[src/design/sac_pkg.sv]
`timescale 1ns / 1ps

package sac_pkg;

    localparam int ADDR_W      = 64;
    localparam int TAG_W       = 63;
    localparam int CNT_W       = 32;
    localparam int OP_W        = 2;
    localparam int BLOCK_MAX   = 16;
    localparam int OUT_TDATA_W = 104;
    localparam int APB_ADDR_W  = 4;
    localparam int APB_DATA_W  = 32;

    typedef enum logic [OP_W-1:0] {
        OP_LOAD   = 2'd0,
        OP_STORE  = 2'd1,
        OP_MODIFY = 2'd2
    } t_op;

    typedef enum logic [1:0] {
        REG_SET_BITS   = 2'd0,
        REG_BLOCK_BITS = 2'd1,
        REG_WAYS       = 2'd2
    } t_reg;

    typedef struct packed {
        logic [3:0] set_bits;
        logic [4:0] block_bits;
        logic [3:0] ways;
    } t_cfg;

endpackage

[src/design/sac_front.sv]
`timescale 1ns / 1ps

module sac_front #(
    parameter int MAX_SET_BITS = 8
) (
    input  logic                         i_clk,
    input  logic                         i_rst_n,
    input  sac_pkg::t_cfg                i_cfg,
    input  logic                         i_s_tvalid,
    output logic                         o_s_tready,
    input  logic [sac_pkg::ADDR_W-1:0]   i_s_tdata,
    input  logic [sac_pkg::OP_W-1:0]     i_s_tuser,
    output logic                         o_q_valid,
    input  logic                         i_q_pop,
    output logic [MAX_SET_BITS-1:0]      o_q_set,
    output logic [sac_pkg::TAG_W-1:0]    o_q_tag,
    output logic                         o_q_two
);

    localparam logic [4:0] SMAX = 5'(MAX_SET_BITS);
    localparam logic [4:0] BMAX = 5'(sac_pkg::BLOCK_MAX);

    logic [4:0]                   s_eff;
    logic [4:0]                   b_eff;
    logic [5:0]                   sb;
    logic [sac_pkg::ADDR_W-1:0]   shifted;
    logic [sac_pkg::ADDR_W-1:0]   tag_full;
    logic [MAX_SET_BITS-1:0]      set_mask;
    logic [MAX_SET_BITS-1:0]      set_idx;
    logic                         op_ok;
    logic                         push;

    logic [MAX_SET_BITS-1:0]      r_q_set [2];
    logic [sac_pkg::TAG_W-1:0]    r_q_tag [2];
    logic                         r_q_two [2];
    logic                         r_wp;
    logic                         r_rp;
    logic [1:0]                   r_cnt;
    logic [1:0]                   n_cnt;

    always_comb begin
        s_eff = {1'b0, i_cfg.set_bits};
        if (s_eff == 5'd0) begin
            s_eff = 5'd1;
        end else if (s_eff > SMAX) begin
            s_eff = SMAX;
        end
        b_eff = i_cfg.block_bits;
        if (b_eff == 5'd0) begin
            b_eff = 5'd1;
        end else if (b_eff > BMAX) begin
            b_eff = BMAX;
        end
    end

    assign sb       = {1'b0, s_eff} + {1'b0, b_eff};
    assign shifted  = i_s_tdata >> b_eff;
    assign tag_full = i_s_tdata >> sb;
    assign set_mask = ~({MAX_SET_BITS{1'b1}} << s_eff);
    assign set_idx  = shifted[MAX_SET_BITS-1:0] & set_mask;

    assign op_ok = (i_s_tuser == sac_pkg::OP_LOAD) || (i_s_tuser == sac_pkg::OP_STORE)
                || (i_s_tuser == sac_pkg::OP_MODIFY);

    assign o_s_tready = (r_cnt != 2'd2);
    assign push       = i_s_tvalid && o_s_tready && op_ok;
    assign o_q_valid  = (r_cnt != 2'd0);

    always_comb begin
        n_cnt = r_cnt;
        if (push && !i_q_pop) begin
            n_cnt = r_cnt + 2'd1;
        end else if (!push && i_q_pop) begin
            n_cnt = r_cnt - 2'd1;
        end
    end

    always_ff @(posedge i_clk) begin
        if (!i_rst_n) begin
            r_wp  <= 1'b0;
            r_rp  <= 1'b0;
            r_cnt <= 2'd0;
        end else begin
            r_cnt <= n_cnt;
            if (push) begin
                r_wp <= ~r_wp;
            end
            if (i_q_pop) begin
                r_rp <= ~r_rp;
            end
        end
    end

    always_ff @(posedge i_clk) begin
        if (push) begin
            r_q_set[r_wp] <= set_idx;
            r_q_tag[r_wp] <= tag_full[sac_pkg::TAG_W-1:0];
            r_q_two[r_wp] <= (i_s_tuser == sac_pkg::OP_MODIFY);
        end
    end

    assign o_q_set = r_q_set[r_rp];
    assign o_q_tag = r_q_tag[r_rp];
    assign o_q_two = r_q_two[r_rp];

endmodule

[config.mk]
export PLATFORM = sky130hd
export DESIGN_NAME = sac_front
export DESIGN_NICKNAME = d
export VERILOG_FILES = /design/src/design/sac_pkg.sv /design/src/design/sac_front.sv
export SDC_FILE = /design/constraint.sdc
export NUM_CORES = 1
export LEC_CHECK = 0
export BUFFER_PORTS_ARGS = -buffer_cell sky130_fd_sc_hd__buf_2
export CORE_MARGIN = 3
export CORE_UTILIZATION = 58
export DETAILED_ROUTE_END_ITERATION = 16
export HOLD_SLACK_MARGIN = 0.15
export PLACE_DENSITY = 0.88
export SLEW_MARGIN = 40
export SYNTH_ARGS = -nofsm -noshare
export SYNTH_HDL_FRONTEND = slang
export SYNTH_SLANG_ARGS = --single-unit
[constraint.sdc]
create_clock -name i_clk -period 6 [get_ports i_clk]
set_input_delay 0.9 -clock i_clk [delete_from_list [all_inputs] [get_ports i_clk]]
set_output_delay 0.9 -clock i_clk [all_outputs]
set_load 0.05 [all_outputs]
After elaboration in Yosys (flattened, before gate mapping)
Memory sizes are Yosys's and may differ from the RTL's. A register that Yosys moved wholly into a read port is not among the register bits. Index checks and enable logic that the tools add are counted.

Add/sub/neg operators: 3. Order comparisons: 2. Equal/unequal tests: 3. Shift-type cells: 3. Mux-type cells: 14. Bitwise operators: 4. Reductions and logical operators: 13.

Operator list (count): >> shifter 64 x 5 -> 8 bit (1); >> shifter 64 x 6 -> 63 bit (1); 2-to-1 mux 5 bit (2); AND 8 bit (1); 2-to-1 mux 1 bit (8); 2-to-1 mux 4 bit (2); inverter 8 bit (1); left shift 8 x 5 -> 8 bit, first input constant (1); adder 5 x 5 -> 6 bit (1); > comparator 5 bit, second input constant (1); logical NOT 5 bit (1); > comparator 4 bit, second input constant (1); logical AND 1 bit (4); logical NOT 4 bit (1); 2-to-1 mux 2 bit (2); nonzero test 2 bit (2); adder 2 x 1 -> 2 bit, second input constant (1); == test 2 x 1 -> 1 bit, second input constant (1); == test 2 bit, second input constant (1); logical NOT 1 bit (2); logical NOT 2 bit (1); logical OR 1 bit (2); inequality test 2 bit, second input constant (1); inverter 1 bit (2); subtractor 2 x 1 -> 2 bit, second input constant (1).

Bits in registers: 4. Memory bits (writable): 144. Bits of input ports: 83. Output and inout port bits: 74. Word-level logic and storage cells: 48. Memories: 3.

Memory list: r_q_tag (depth 2, bits a word 63, read ports 1, clocked after Yosys merged registers in 1, write ports 1, RTL line sac_front.sv:34) `logic [sac_pkg::TAG_W-1:0] r_q_tag [2];`; r_q_set (depth 2, bits a word 8, read ports 1, clocked after Yosys merged registers in 1, write ports 1, RTL line sac_front.sv:33) `logic [MAX_SET_BITS-1:0] r_q_set [2];`; r_q_two (depth 2, bits a word 1, read ports 1, clocked after Yosys merged registers in 1, write ports 1, RTL line sac_front.sv:35) `logic r_q_two [2];`.

Depth between registers and ports, before layout
Word-level depth: 8. Depth in mapped cells: 16. Depth with buffers taken out: 12.

Worst setup path after synthesis
No wires, ideal clock.

Path kind: input-to-reg. Start point: input port i_s_tuser[0] (netlist bit). End point: memory r_q_set[0][0], enable pin. Library setup time: 0.504 ns. Arrival time: 4.123 ns. Data required time: 5.496 ns. Path slack: 1.373 ns. Stages: 3. Buffers on the path: 0. Cells stage by stage: nand2_1 > nand3_1 > nor2_1.

Longest elaborated chain between the ends: 6. Elaborated cells on any way between the ends: 8. Classes of those cells: 2 x eq/ne; 2 x mux; 4 x reduce/logical.

RTL lines: start, declared (RTL line sac_front.sv:12) `input logic [sac_pkg::OP_W-1:0] i_s_tuser,`; == test 2 x 1 -> 1 bit / logical NOT 2 bit (equally long branches) (RTL line sac_front.sv:62) `assign op_ok = (i_s_tuser == sac_pkg::OP_LOAD) || (i_s_tuser == sac_pkg::OP_STORE)`; logical OR 1 bit (RTL line sac_front.sv:62); logical OR 1 bit (*) (RTL line sac_front.sv:63) `|| (i_s_tuser == sac_pkg::OP_MODIFY);`; logical AND 1 bit (*) (RTL line sac_front.sv:66) `assign push = i_s_tvalid && o_s_tready && op_ok;`; 2-to-1 mux 1 bit (*) (RTL line sac_front.sv:95) `if (push) begin`; 2-to-1 mux 1 bit (not written as such) (*) (RTL line sac_front.sv:96) `r_q_set[r_wp] <= set_idx;`; end, declared (RTL line sac_front.sv:33).

Every way passes the cells marked *; elsewhere a longest branch is shown, timed or not.

Worst setup path in the final report
Start point: input port i_cfg[8] (netlist bit). End point: memory r_q_tag[1][31] (netlist bit) (data pin).

Longest elaborated chain between the ends: 5. Elaborated cells on any way between the ends: 6. Classes of those cells: 1 x add/sub; 1 x order compare; 1 x shift; 2 x mux; 1 x reduce/logical.

RTL lines: start, declared (RTL line sac_front.sv:8) `input sac_pkg::t_cfg i_cfg,`; > comparator 5 bit (RTL line sac_front.sv:51) `end else if (b_eff > BMAX) begin`; 2-to-1 mux 5 bit (RTL line sac_front.sv:51); 2-to-1 mux 5 bit (*) (RTL line sac_front.sv:49) `if (b_eff == 5'd0) begin`; adder 5 x 5 -> 6 bit (*) (RTL line sac_front.sv:56) `assign sb = {1'b0, s_eff} + {1'b0, b_eff};`; >> shifter 64 x 6 -> 63 bit (*) (RTL line sac_front.sv:58) `assign tag_full = i_s_tdata >> sb;`; named net tag_full, one bit (RTL line sac_front.sv:27) `logic [sac_pkg::ADDR_W-1:0] tag_full;`; end, declared (RTL line sac_front.sv:34).

The timed path passes the listed nets; every way through them passes the cells marked *.

==> flow_summary.toml <==
[status]
outcome = "finished clean"

[global_routing]
overflow = 0
grt_use_met3_pct = 5.26
grt_pass1_wl_mm = 44.0
grt_use_met1_pct = 41.8
antenna_found_initial = 0
grt_pass1_vias = 7682
grt_max_degree = 73
top_usage_layer = "met2"
grt_use_met2_pct = 45.6
grt_usage_pct = 29.0

[clock_network]
cts.sinks = 149
insertion_delay_ps = 420
cts.clk_slew.worst_paths_ps = 60
cts_setup_buffers = 0
clk_path_buf_depth = 2
cts.repair.resized = 0
cts-buffers-inserted = 17
root_buffer = "clkbuf_16"
cts_tree = "done"
h-tree-depth = 4
cts_hold_buf = 0

[run]
maxCapViolCount = 0

[timing]
period_share_pct = 74.7
skew_ps = 9.45
tightest_slew_ps = 809
maxSlewHeadroom_pct = 45.9
rsz0062_at_grt = "false"
timing.final.crit_period_ps = 4480
slew_violations = 0
tns_ps = 0
final_hold_viol_count = 0
setup_viol = 0
max_freq_ghz = 0.223

[worst_setup_path]
cp-end-kind = "flop"
r2r_end = "r_q_tag[0][10]$_DFFE_PP_"
r2r_cells = 4
crit_fanout = 38
reg2reg_from = "r_cnt[0]$_SDFFE_PN0P_"
cp.required_ps = 6150
start_kind = "input pin"
cp_data_arrival_time_ps = 4630
crit_type = "in2reg"
rrSetupSlack_ps = 3620

[final_layout]
final_cells = 1240
insertedDiodeCount = 0
drive_gt1_share_pct = 38.4
final_area_um2 = 12000
n_fill_cell = 1249
final_nets = 1091
syn2layout_area_growth_pct = 16.1
fin_util_pct = 69.1

[route]
final_antenna_net_count = 0
via_per_inst = 6.62
routed_wl_mm = 28.3
drt_pass1_iterations = 6
drc = 0
first_iter_violations = 894
vias = 8209
wl_per_cell_um = 22.9

[pwr]
power_leakage_nw = 4.56
finalPower_mw = 4.17
p_per_area_nw_per_um2 = 348
max-vdd-ir-drop_uv = 302

[placement]
place_area_um2 = 11300
globalplace.congestion = 1.01
io_buffer_count = 152
hpwl_mm = 20.6
dp_cells = 1208

[yosys]
syn_area_um2 = 10300
postSynthCellCount = 875
synth_enable_flop_cells = 144
yosys.cell_count.top_type = "edfxtp_1"
synthFlopType = "edfxtp_1"
synth_top_area_share_pct = 41.9
synth_adder_area_share_pct = 0.727
ys_ff_latch = 149
synthMuxAreaShare_pct = 29.9
synth.top_cells.by_count = "edfxtp_1, nand2_1, mux2_2"
synth_nets = 964
synth_top_family_by_area = "multiplexers"
yosysSeqAreaShare_pct = 42.9
synth-simple-area-share_pct = 9.96
async_reset_ff_share_pct = 0
synth_compound_area_share_pct = 11.6
synth.area.top_cells = "edfxtp_1, mux4_2, mux2_2"
synth_xor_area_share_pct = 1.20
synth.avg_cell_area_um2 = 11.8
synth_warnings = 0
synth_cell_types = 63
synth.largest_area_cell = "edfxtp_1"

[min_path]
min-delay-path-class = "reg2reg"
hold-path-cell-count = 2
holdPathEnd = "r_cnt[1]$_SDFFE_PN0P_"
worstHoldStart = "r_cnt[1]$_SDFFE_PN0P_"

[die]
die_x_um = 139
die_area_um2 = 19400
floorplan.initialDensity_pct = 59.5
pin_count = 157
rows = 48
die_y_um = 139
core_um2 = 17400
==> layout make-up <==
type / count / area (µm²) / area share (%)
inverter: 9 / 33.8 / 0.282
clock buffer: 17 / 425 / 3.55
timing repair buffer: 181 / 1010 / 8.43
clock inverter: 15 / 224 / 1.87
sequential: 149 / 4430 / 36.9
multi-input combinational: 644 / 5590 / 46.6
tap: 225 / 282 / 2.35
==> per-stage QoR <==
stage	hold slack (ps)	setup WS, ps
3_5_place_dp	523	1170
4_1_cts	531	1600
3_3_place_gp	483	1260
6_report	520	1520
5_1_grt	572	1340
2_1_floorplan	473	1370
==> cells in the final DEF, fill, tap and decap left out, types with 6 or more instances in the layout <==
cell type	netlist	layout
buf_2	18	152
edfxtp_1	144	144
nand2_1	94	94
mux2_2	93	93
nor2_1	86	84
mux4_2	63	63
mux2i_1	60	60
a21oi_1	40	40
buf_4	9	25
a211oi_1	21	21
clkbuf_16	0	17
o21ai_0	16	16
nor3_1	15	15
a31oi_1	12	12
o21ai_1	12	11
a221oi_1	10	10
o22ai_1	8	8
nor2b_1	8	8
inv_1	7	7
and3_1	7	7
nand3_1	6	6
nand2b_1	6	6
a22o_1	6	6
a2111oi_0	7	6
==> metal layers <==
layer | up-vias | wire, µm
li1 | 3674 | -
met1 | 3918 | 11300
met2 | 553 | 13300
met3 | 64 | 3090
met4 | 0 | 677
met5 | - | 0
==> sequential cells by signal, summed over array words and instances (netlist names), named ones only <==
| register | count |
|---|---|
| r_rp | 1 |
| r_wp | 1 |
| r_q_set | 16 |
| r_q_tag | 126 |
| r_cnt | 2 |
| r_q_two | 2 |
==> where the power goes <==
part	switching (mW)	internal (mW)
Sequential	0.0312	1.33
Clock	0.415	0.741
Combinational	1.09	0.562
==> worst max path at each step <==
stage                       from  cells past startpoint                  endpoint
floorplan           i_s_tuser[0]                      3   r_q_set[0][0]$_DFFE_PP_
global placement        i_cfg[8]                     12  r_q_tag[0][31]$_DFFE_PP_
detailed placement      i_cfg[8]                     12  r_q_tag[1][31]$_DFFE_PP_
CTS                     i_cfg[8]                     12  r_q_tag[1][31]$_DFFE_PP_
global route            i_cfg[8]                     12  r_q_tag[0][31]$_DFFE_PP_
finish                  i_cfg[8]                     12  r_q_tag[1][31]$_DFFE_PP_
==> critical path, stage by stage <==
cell and delay (ps):
buf_2 360, inv_1 350, o21ai_1 230, inv_2 80
ha_4 160, ha_2 840, mux4_2 440, mux2i_1 400
mux2i_1 240, nor4b_1 210, a311oi_1 260, nand2_1 120
==> cell families (layout without fill, tap and decap cells) <==
logic type / count (synthesis) / in the layout
buffers and inverters: 82 / 222
AND/OR/NAND/NOR: 237 / 237
XOR/XNOR: 9 / 9
adder cells (fa/ha/maj): 6 / 6
AO/OA/AOI/OAI: 174 / 174
multiplexers: 218 / 218
flip-flops: 149 / 149
No activity file was read; power rests on OpenSTA's default activity.
